`config.mk`:
```
export PLATFORM = sky130hd
export DESIGN_NAME = keyed_distance_table
export DESIGN_NICKNAME = d
export VERILOG_FILES = /design/src/kdt_pkg.sv /design/src/kdt_ctrl.sv /design/src/kdt_dpath.sv /design/src/keyed_distance_table.sv
export SDC_FILE = /design/constraint.sdc
export NUM_CORES = 2
export LEC_CHECK = 0
export ABC_AREA = 1
export BUFFER_PORTS_ARGS = -buffer_cell sky130_fd_sc_hd__buf_2
export CELL_PAD_IN_SITES_DETAIL_PLACEMENT = 1
export CELL_PAD_IN_SITES_GLOBAL_PLACEMENT = 1
export CORE_MARGIN = 2
export CORE_UTILIZATION = 35
export CTS_CLUSTER_DIAMETER = 150
export DETAILED_ROUTE_END_ITERATION = 7
export PLACE_DENSITY_LB_ADDON = 0.2
export SETUP_SLACK_MARGIN = 0.1
export SLEW_MARGIN = 20
export SYNTH_ARGS = -nofsm -noshare
export SYNTH_HDL_FRONTEND = slang
export SYNTH_MEMORY_MAX_BITS = 65536
export SYNTH_SLANG_ARGS = --single-unit
export TNS_END_PERCENT = 5
```
`constraint.sdc`:
```
create_clock -name i_clk -period 7.8 [get_ports i_clk]
set_input_delay 0.78 -clock i_clk [delete_from_list [all_inputs] [get_ports i_clk]]
set_output_delay 0.78 -clock i_clk [all_outputs]
set_load 0.02 [all_outputs]
```
`src/kdt_pkg.sv`:
```
package kdt_pkg;

    localparam int ENTRIES_DEF = 64;
    localparam int KEY_W = 32;
    localparam int DIST_W = 32;

    typedef enum logic [1:0] {
        OP_LOOKUP = 2'd0,
        OP_UPDATE = 2'd1,
        OP_DELETE = 2'd2,
        OP_CLEAR  = 2'd3
    } t_op;

    typedef enum logic [1:0] {
        ST_DONE     = 2'd0,
        ST_INSERTED = 2'd1,
        ST_MISSING  = 2'd2,
        ST_FULL     = 2'd3
    } t_status;

    typedef enum logic [2:0] {
        S_INIT,
        S_IDLE,
        S_READ,
        S_CHECK,
        S_SWEEP
    } t_state;

    typedef struct packed {
        logic                valid;
        logic [KEY_W-1:0]    key;
        logic [DIST_W-1:0]   distance;
    } t_entry;

    typedef struct packed {
        logic    load;
        logic    clr_idx;
        logic    inc_idx;
        logic    note_free;
        logic    write;
        logic    write_valid;
        logic    use_free;
        logic    respond;
        t_status resp_status;
        logic    resp_hit_dist;
    } t_cmd;

    typedef struct packed {
        logic match;
        logic last;
        logic free_avail;
        t_op  op;
    } t_sts;

endpackage

```
`src/kdt_ctrl.sv`:
```
module kdt_ctrl (
    input  logic          i_clk,
    input  logic          i_rst_n,
    input  logic          i_start,
    input  logic [1:0]    i_operation,
    input  kdt_pkg::t_sts i_sts,
    output kdt_pkg::t_cmd o_cmd,
    output logic          o_busy
);

    kdt_pkg::t_state r_state;
    kdt_pkg::t_state n_state;

    always_ff @(posedge i_clk) begin
        if (!i_rst_n) begin
            r_state <= kdt_pkg::S_INIT;
        end else begin
            r_state <= n_state;
        end
    end

    always_comb begin
        n_state = r_state;
        o_cmd   = '0;
        case (r_state)
            kdt_pkg::S_INIT: begin
                o_cmd.write       = 1'b1;
                o_cmd.write_valid = 1'b0;
                if (i_sts.last) begin
                    o_cmd.clr_idx = 1'b1;
                    n_state       = kdt_pkg::S_IDLE;
                end else begin
                    o_cmd.inc_idx = 1'b1;
                end
            end
            kdt_pkg::S_IDLE: begin
                if (i_start) begin
                    o_cmd.load    = 1'b1;
                    o_cmd.clr_idx = 1'b1;
                    if (kdt_pkg::t_op'(i_operation) == kdt_pkg::OP_CLEAR) begin
                        n_state = kdt_pkg::S_SWEEP;
                    end else begin
                        n_state = kdt_pkg::S_READ;
                    end
                end
            end
            kdt_pkg::S_READ: begin
                n_state = kdt_pkg::S_CHECK;
            end
            kdt_pkg::S_CHECK: begin
                o_cmd.note_free = 1'b1;
                if (i_sts.match) begin
                    o_cmd.respond     = 1'b1;
                    o_cmd.resp_status = kdt_pkg::ST_DONE;
                    n_state           = kdt_pkg::S_IDLE;
                    case (i_sts.op)
                        kdt_pkg::OP_LOOKUP: begin
                            o_cmd.resp_hit_dist = 1'b1;
                        end
                        kdt_pkg::OP_UPDATE: begin
                            o_cmd.write       = 1'b1;
                            o_cmd.write_valid = 1'b1;
                        end
                        default: begin
                            o_cmd.write       = 1'b1;
                            o_cmd.write_valid = 1'b0;
                        end
                    endcase
                end else if (i_sts.last) begin
                    o_cmd.respond = 1'b1;
                    n_state       = kdt_pkg::S_IDLE;
                    if (i_sts.op == kdt_pkg::OP_UPDATE) begin
                        if (i_sts.free_avail) begin
                            o_cmd.write       = 1'b1;
                            o_cmd.write_valid = 1'b1;
                            o_cmd.use_free    = 1'b1;
                            o_cmd.resp_status = kdt_pkg::ST_INSERTED;
                        end else begin
                            o_cmd.resp_status = kdt_pkg::ST_FULL;
                        end
                    end else begin
                        o_cmd.resp_status = kdt_pkg::ST_MISSING;
                    end
                end else begin
                    o_cmd.inc_idx = 1'b1;
                    n_state       = kdt_pkg::S_READ;
                end
            end
            kdt_pkg::S_SWEEP: begin
                o_cmd.write       = 1'b1;
                o_cmd.write_valid = 1'b0;
                if (i_sts.last) begin
                    o_cmd.respond     = 1'b1;
                    o_cmd.resp_status = kdt_pkg::ST_DONE;
                    n_state           = kdt_pkg::S_IDLE;
                end else begin
                    o_cmd.inc_idx = 1'b1;
                end
            end
            default: begin
                n_state = kdt_pkg::S_IDLE;
            end
        endcase
    end

    assign o_busy = (r_state != kdt_pkg::S_IDLE);

    a_respond_state: assert property (@(posedge i_clk) disable iff (!i_rst_n)
        o_cmd.respond |-> (r_state == kdt_pkg::S_CHECK || r_state == kdt_pkg::S_SWEEP))
        else $error("result issued outside check or sweep");

    a_no_write_idle: assert property (@(posedge i_clk) disable iff (!i_rst_n)
        o_cmd.write |-> (r_state != kdt_pkg::S_IDLE && r_state != kdt_pkg::S_READ))
        else $error("table write while idle or reading");

    a_busy_after_load: assert property (@(posedge i_clk) disable iff (!i_rst_n)
        o_cmd.load |=> o_busy)
        else $error("request taken but not busy");

    a_insert_no_match: assert property (@(posedge i_clk) disable iff (!i_rst_n)
        o_cmd.use_free |-> (!i_sts.match && i_sts.last && i_sts.free_avail))
        else $error("insert without full scan or free slot");

endmodule

```
`src/kdt_dpath.sv`:
```
module kdt_dpath #(
    parameter int ENTRIES = kdt_pkg::ENTRIES_DEF
) (
    input  logic                       i_clk,
    input  logic                       i_rst_n,
    input  logic [1:0]                 i_operation,
    input  logic [kdt_pkg::KEY_W-1:0]  i_node_address,
    input  logic [kdt_pkg::DIST_W-1:0] i_distance_in,
    input  kdt_pkg::t_cmd              i_cmd,
    output kdt_pkg::t_sts              o_sts,
    output logic                       o_done,
    output logic [1:0]                 o_status,
    output logic [kdt_pkg::DIST_W-1:0] o_distance_out
);

    localparam int AW = (ENTRIES > 1) ? $clog2(ENTRIES) : 1;
    localparam logic [AW-1:0] LAST_IDX = AW'(ENTRIES - 1);

    kdt_pkg::t_entry mem [ENTRIES];
    kdt_pkg::t_entry r_rd;

    kdt_pkg::t_op               r_op;
    logic [kdt_pkg::KEY_W-1:0]  r_key;
    logic [kdt_pkg::DIST_W-1:0] r_dist;
    logic [AW-1:0]              r_idx;
    logic [AW-1:0]              n_idx;
    logic                       r_free_found;
    logic                       n_free_found;
    logic [AW-1:0]              r_free_idx;
    logic [AW-1:0]              free_addr;
    logic [AW-1:0]              wr_addr;
    kdt_pkg::t_entry            wr_entry;
    logic                       r_strobe;
    kdt_pkg::t_status           r_status;
    logic [kdt_pkg::DIST_W-1:0] r_dout;

    // storage, registered read of the current slot
    always_ff @(posedge i_clk) begin
        if (i_cmd.write) begin
            mem[wr_addr] <= wr_entry;
        end
        r_rd <= mem[r_idx];
    end

    assign free_addr         = r_free_found ? r_free_idx : r_idx;
    assign wr_addr           = i_cmd.use_free ? free_addr : r_idx;
    assign wr_entry.valid    = i_cmd.write_valid;
    assign wr_entry.key      = r_key;
    assign wr_entry.distance = r_dist;

    always_comb begin
        n_idx = r_idx;
        if (i_cmd.clr_idx) begin
            n_idx = '0;
        end else if (i_cmd.inc_idx) begin
            n_idx = r_idx + AW'(1);
        end
    end

    always_comb begin
        n_free_found = r_free_found;
        if (i_cmd.load) begin
            n_free_found = 1'b0;
        end else if (i_cmd.note_free && !r_rd.valid) begin
            n_free_found = 1'b1;
        end
    end

    always_ff @(posedge i_clk) begin
        if (!i_rst_n) begin
            r_idx        <= '0;
            r_free_found <= 1'b0;
            r_strobe     <= 1'b0;
        end else begin
            r_idx        <= n_idx;
            r_free_found <= n_free_found;
            r_strobe     <= i_cmd.respond;
        end
    end

    always_ff @(posedge i_clk) begin
        if (i_cmd.load) begin
            r_op   <= kdt_pkg::t_op'(i_operation);
            r_key  <= i_node_address;
            r_dist <= i_distance_in;
        end
        if (i_cmd.note_free && !r_rd.valid && !r_free_found) begin
            r_free_idx <= r_idx;
        end
        if (i_cmd.respond) begin
            r_status <= i_cmd.resp_status;
            r_dout   <= i_cmd.resp_hit_dist ? r_rd.distance : '0;
        end
    end

    assign o_sts.match      = r_rd.valid && (r_rd.key == r_key);
    assign o_sts.last       = (r_idx == LAST_IDX);
    assign o_sts.free_avail = r_free_found || !r_rd.valid;
    assign o_sts.op         = r_op;

    assign o_done         = r_strobe;
    assign o_status       = r_status;
    assign o_distance_out = r_dout;

    a_idx_in_range: assert property (@(posedge i_clk) disable iff (!i_rst_n)
        i_cmd.inc_idx |-> (r_idx != LAST_IDX))
        else $error("slot index stepped past last entry");

    a_free_slot_empty: assert property (@(posedge i_clk) disable iff (!i_rst_n)
        (i_cmd.note_free && !r_rd.valid && !r_free_found) |=> r_free_found)
        else $error("free slot not recorded");

    a_hit_dist_on_match: assert property (@(posedge i_clk) disable iff (!i_rst_n)
        i_cmd.resp_hit_dist |-> o_sts.match)
        else $error("distance returned without a key match");

endmodule

```
`src/keyed_distance_table.sv`:
```
// channel   | direction | ports                                           | handshake
// request   | in        | i_operation, i_node_address, i_distance_in      | i_start && !o_busy
// result    | out       | o_status, o_distance_out                        | o_done, one cycle
//
// a request scans the table slot by slot through S_READ and S_CHECK (one read port, registered read data):
// a hit ends the scan at the matching slot, a miss or an insert visits every slot,
// clear writes every slot in S_SWEEP; the result follows on the cycle after the last slot.
// after reset a clearing pass over every slot (S_INIT) runs with o_busy high and no result.
// reset is synchronous, active low; the receiver cannot stall, o_done lasts one cycle.
module keyed_distance_table #(
    parameter int ENTRIES = kdt_pkg::ENTRIES_DEF
) (
    input  logic                       i_clk,
    input  logic                       i_rst_n,
    input  logic                       i_start,
    output logic                       o_busy,
    input  logic [1:0]                 i_operation,
    input  logic [kdt_pkg::KEY_W-1:0]  i_node_address,
    input  logic [kdt_pkg::DIST_W-1:0] i_distance_in,
    output logic                       o_done,
    output logic [1:0]                 o_status,
    output logic [kdt_pkg::DIST_W-1:0] o_distance_out
);

    kdt_pkg::t_cmd cmd;
    kdt_pkg::t_sts sts;

    kdt_ctrl u_ctrl (
        .i_clk       (i_clk),
        .i_rst_n     (i_rst_n),
        .i_start     (i_start),
        .i_operation (i_operation),
        .i_sts       (sts),
        .o_cmd       (cmd),
        .o_busy      (o_busy)
    );

    kdt_dpath #(
        .ENTRIES (ENTRIES)
    ) u_dpath (
        .i_clk          (i_clk),
        .i_rst_n        (i_rst_n),
        .i_operation    (i_operation),
        .i_node_address (i_node_address),
        .i_distance_in  (i_distance_in),
        .i_cmd          (cmd),
        .o_sts          (sts),
        .o_done         (o_done),
        .o_status       (o_status),
        .o_distance_out (o_distance_out)
    );

endmodule
```
# [Word level (Yosys, flattened, before mapping)]
# Memories as Yosys holds them, arrays and structs flattened. A register that Yosys moved wholly into a read port is not among the register bits.
# Index checks and enable logic that the tools add are counted.
[classes] bitwise_logic=1 reduce_logical=12 n_mul=0 n_eq_ne=11 n_div=0 shifts=0 n_addsub=1 magnitude_cmp=0 mux=34
[ops] cell="32-bit equality test" count=1
[ops] cell="3-bit 2-to-1 mux" count=7
[ops] cell="6-bit 2-to-1 mux" count=3
[ops] cell="1-bit 2-to-1 mux" count=12
[ops] cell="2-bit 2-to-1 mux" count=6
[ops] cell="3-bit case mux with 4 select lines" count=1
[ops] cell="2-bit case mux with 2 select lines" count=2
[ops] cell="6-bit by 1-bit adder with 6-bit output, second input constant" count=1
[ops] cell="3-bit by 2-bit equality test with 1-bit output, second input constant" count=2
[ops] cell="6-bit equality test, second input constant" count=1
[ops] cell="3-bit case mux with 2 select lines" count=1
[ops] cell="2-bit OR reduction" count=3
[ops] cell="1-bit case mux with 2 select lines" count=2
[ops] cell="3-bit by 1-bit equality test with 1-bit output, second input constant" count=1
[ops] cell="3-bit equality test, second input constant" count=1
[ops] cell="1-bit logical AND" count=3
[ops] cell="3-bit zero test" count=1
[ops] cell="3-bit by 1-bit != test with 1-bit output, second input constant" count=1
[ops] cell="2-bit by 1-bit equality test with 1-bit output, second input constant" count=1
[ops] cell="2-bit equality test, second input constant" count=1
[ops] cell="1-bit zero test" count=2
[ops] cell="2-bit zero test" count=1
[ops] cell="2-bit by 1-bit != test with 1-bit output, second input constant" count=1
[ops] cell="2-bit != test, second input constant" count=1
[ops] cell="3 further kinds" count=3
[word_totals] input_bits=69 latchBits=0 reg_bits=117 mem_count=1 mem_bits_ro=0 ramBits=4160
[memory_table] memory="u_dpath.mem" depth=64 width=65 rd=1 rd_clocked_by_memory_dff=1 write_ports=1 line="kdt_dpath.sv:19" text="kdt_pkg::t_entry mem [ENTRIES];"

# [Logic depth before layout (Yosys ltp)]
[logic_depth] word_depth=9 depth_mapped=16

# [By module]
# From an unflattened synthesis, not the netlist that was laid out.
[unflattened] hier_cells=17022 area_unflattened_um2=181534.1
[by_module_without_submodules] mod="kdt_dpath" cells_per_inst=16962 instances=1 seq_area_each_um2=129564.3 area_per_inst_um2=181206.3
[by_module_without_submodules] mod="kdt_ctrl" cells_per_inst=60 instances=1 seq_area_each_um2=60.1 area_per_inst_um2=327.8

# [Least setup slack after synthesis]
# Ideal clock, no wire load.
[synth_path] kind="reg2reg" start="register u_dpath.r_key[5] (netlist bit)" end="memory u_dpath.mem[14][0] (netlist bit), enable pin" setup_time_ps=489 path_slack_ps=2094 path_stages_with_launch=13 n_path_buf=0 synth_period_minus_slack_ps=5706 arrival_ps=5217 t_required_ps=7311 path_cell_list="edfxtp_1 > inv_1 > nand2_1 > nand2_1 > nor2_1 > nand3_1 > nor2_1 > nand3_1 > nand3_1 > nand2_1 > nand2_2 > nand4_1 > nor2_1"
[synth_via] elab_chain_cells=6
[synth_lines] element="start: declaration" line="kdt_dpath.sv:23" text="logic [kdt_pkg::KEY_W-1:0] r_key;"
[synth_lines] element="start signal: assignment" line="kdt_dpath.sv:84" text="r_key <= i_node_address;"
[synth_lines] element="32-bit equality test *" line="kdt_dpath.sv:96" text="assign o_sts.match = r_rd.valid && (r_rd.key == r_key);"
[synth_lines] element="1-bit logical AND *" line="kdt_dpath.sv:96"
[synth_lines] element="2-bit 2-to-1 mux" line="kdt_ctrl.sv:52" text="if (i_sts.match) begin"
[synth_lines] element="2-bit case mux with 2 select lines" line="kdt_ctrl.sv:25" text="case (r_state)"
[synth_lines] element="1-bit 2-to-1 mux" line="kdt_dpath.sv:39" text="if (i_cmd.write) begin"
[synth_lines] element="1-bit 2-to-1 mux (implied by the code)" line="kdt_dpath.sv:40" text="mem[wr_addr] <= wr_entry;"
[synth_lines] element="end: declaration" line="kdt_dpath.sv:19"
# Mark *: on every way between the ends. The rest lies on a longest branch, timed or not.

# [Worst setup path in the final report]
[layout_path] start="register u_dpath.r_key[26] (netlist bit)" end="memory u_dpath.mem[30][2] (netlist bit), enable pin"
# The elaborated chain is that of the path after synthesis.

==> reports/results.txt <==
Die X -> 698 um
layout cell share with drive strength beyond 1 -> 8.83%
crit path kind -> reg2reg
clk slew on worst S/H paths -> 0.06 ns
Distinct cells, synth -> 33
RD Place Congestion -> 0.834
IO buf count -> 104
CTS max path bufs -> 4
Final Setup Violations -> 0
initial antenna violation count -> 52
fmax -> 170 MHz
Mean Syn Cell Area -> 13.1 um2
CTS root buf -> clkbuf_16
vias in the first global route -> 116000
Initial Utilization -> 35.1%
DR iter-0 viols -> 13200
pwr dens -> 266 mW/mm2
commonest cells after routing, fill and taps aside -> edfxtp_1, nor2_1, o21ai_0
worst skew pair latency -> 1.07 ns
post-CTS setup buffer count -> 0
Hold WC Path Type -> in2reg
FF-to-FF path depth -> 14
maxcap violations -> 0
P_leak -> 61.8 nW
Final TNS setup -> 0 ns
vias per cell -> 5.79
most common cell after layout, fill and taps aside -> edfxtp_1
Post-Syn Nets -> 12900
Warnings, synthesis -> 0
Antenna Nets Post-Route -> 0
WL final -> 635000 um
CP Launch Type -> register
crit path capture type -> register
Seq cells post-synth -> 4342
Sink Count -> 4342
Die Ht -> 698 um
largest net degree at the start of global routing -> 185
die area -> 0.488 mm2
post-placement setup slack -> 2.05 ns
total gr overflow -> 0
# fillers -> 49800
Syn-to-layout area delta -> 14.2%
Rel. slew slack -> 19.8%
H-tree depth -> 5
WL per Instance -> 32.2 um
Pre-antenna DRT Iters -> 6
post-synthesis sequential area ratio -> 76.8%
cts bufs inserted -> 460
Final Hold Fails -> 0
Critical Path Fanout Max -> 50
Net count, final -> 13000
Clock Skew -> 0.116 ns
post-synth top area share -> 75.9%
io pins -> 105
Vias -> 114000
PnR worst setup slack -> 1.90 ns
fin crit period -> 5.90 ns
Crit path arrival time -> 6.52 ns
Syn Inst Count -> 12900
hold depth -> 1
outcome -> completed
Post-DP HPWL -> 350000 um
Core Box Area -> 0.481 mm2
peak supply drop -> 0.194 mV
RSZ-0062 raised after global routing -> false
final worst path period share -> 75.6%
Resized cells post-CTS -> 0
Tightest Pin Transition -> 1.19 ns
DRC -> 0
CTS tree -> built
first-pass GRT wire length -> 893000 um
worst endpoint required time -> 8.42 ns
Synth Cell Area -> 0.169 mm2
cell accounting for the most synthesized area -> edfxtp_1
main area contributors after synthesis -> edfxtp_1, o21ai_0, nor2_1
Global Route Usage Sum -> 25.3%
final slew viol count -> 0
Row Count -> 255
synth_stat cells:
cell and instances:
edfxtp_1 4266, nor2_1 2689, o21ai_0 2546, o22ai_1 1237
clkbuf_1 712, nand2_1 627, nand3_1 208, buf_2 150
inv_1 129, dfxtp_1 76, o21ai_1 57, buf_1 33
a21oi_1 25, nand4_1 18, buf_4 15, xnor2_1 11
nor3_1 7, nand2_2 6, nand3_2 6, a31oi_1 5
and2_1 5, inv_2 5, and3_1 4, buf_6 3
nor2_4 3, xor2_1 3, clkinv_1 2, nor3_4 2
nor4_1 2, ha_1 1, nor2_2 1, nor3_2 1
o31ai_1 1
layout make-up:
| class | instances | area [um2] | share of cell area, % |
|---|---|---|---|
| repair buffers | 490 | 4330 | 2.25 |
| clock inverters | 259 | 2550 | 1.32 |
| flip-flops and latches | 4342 | 130000 | 67.3 |
| clock buffers | 588 | 12100 | 6.29 |
| multi-input cells | 7465 | 35500 | 18.4 |
| inverters | 136 | 553 | 0.287 |
| diodes | 18 | 45.0 | 0.0234 |
| well taps | 6425 | 8040 | 4.17 |
critical path: stages, from the launching register on:
cell	delay [ns]
edfxtp_1	0.77
buf_4	0.59
nand2_1	0.14
nand2_1	0.15
nand2_1	0.06
nor2_1	0.15
nand2_1	0.08
nor2_1	0.13
nand3_1	0.32
nand3_1	0.18
nand2_1	0.09
nand2_2	0.24
nand4_1	0.78
nor2_4	1.04
buf_4	0.65
what timing repair did:
| action | CTS | global route |
|---|---|---|
| hold buffers | 44 | 0 |
| endpoints found under the hold margin | 44 | 0 |
| endpoints found under the setup margin | 0 | 0 |
path summary, 6_finish.rpt:
path                               startpoint                                       end  slack [ns]
hold reg to reg      u_dpath.r_rd[19]$_DFF_P_  u_dpath.o_distance_out[19]$_SDFFCE_PN0P_        0.51
setup / recovery  u_dpath.r_key[26]$_DFFE_PP_              u_dpath.mem[30][2]$_DFFE_PP_        1.90
setup reg to reg  u_dpath.r_key[26]$_DFFE_PP_              u_dpath.mem[30][2]$_DFFE_PP_        1.90
hold / removal              i_node_address[5]                u_dpath.r_key[5]$_DFFE_PP_        0.06
flip-flops by register name, indices dropped and copies added, names as in the netlist:
| register | count |
|---|---|
| u_ctrl.r_state | 3 |
| u_dpath.r_key | 32 |
| u_dpath.r_dist | 32 |
| u_dpath.r_op | 2 |
| u_dpath.mem | 4160 |
| u_dpath.r_rd | 65 |
| u_dpath.r_idx | 6 |
| u_dpath.o_distance_out | 32 |
| u_dpath.r_free_found | 1 |
| u_dpath.o_done | 1 |
| u_dpath.o_status | 2 |
| u_dpath.r_free_idx | 6 |
routing by layer:
metal	track usage (%)	routed length, um
met4	6.68	17900
met2	41.3	298000
met1	35.5	276000
met5	0	84
met3	3.49	43200
per-stage QoR:
stage          power [mW]  cells  cell area, um2  hold slack (ns)  util [%]
2_1_floorplan        28.3  12900          169000            0.403         -
6_report             51.3  19700          193000           0.0572      40.1
5_1_grt              52.8  19700          193000           0.0319      40.1
3_3_place_gp         30.0  18800          177000            0.513      36.9
3_5_place_dp         30.1  18800          178000            0.511      36.9
4_1_cts              51.6  19700          193000           0.0126      40.0
cells by family (layout without fill, tap and decap cells):
group                    after synthesis  after routing  share of synthesized area (%)
buffers and inverters               1049           1473                           2.49
other                                  0             18                              0
AND/OR/NAND/NOR                     3579           3579                           8.23
flip-flops                          4342           4342                           76.8
adder cells (fa/ha/maj)                1              1                        0.00741
XOR/XNOR                              14             14                         0.0727
AO/OA/AOI/OAI                       3871           3871                           12.4
report_power, final:
group / internal, mW / leakage, nW / switching (mW)
Combinational: 1.04 / 15.4 / 3.05
Sequential: 25.4 / 39.3 / 0.126
Clock: 12.2 / 7.13 / 9.45
(Power assumes the default switching activity.)
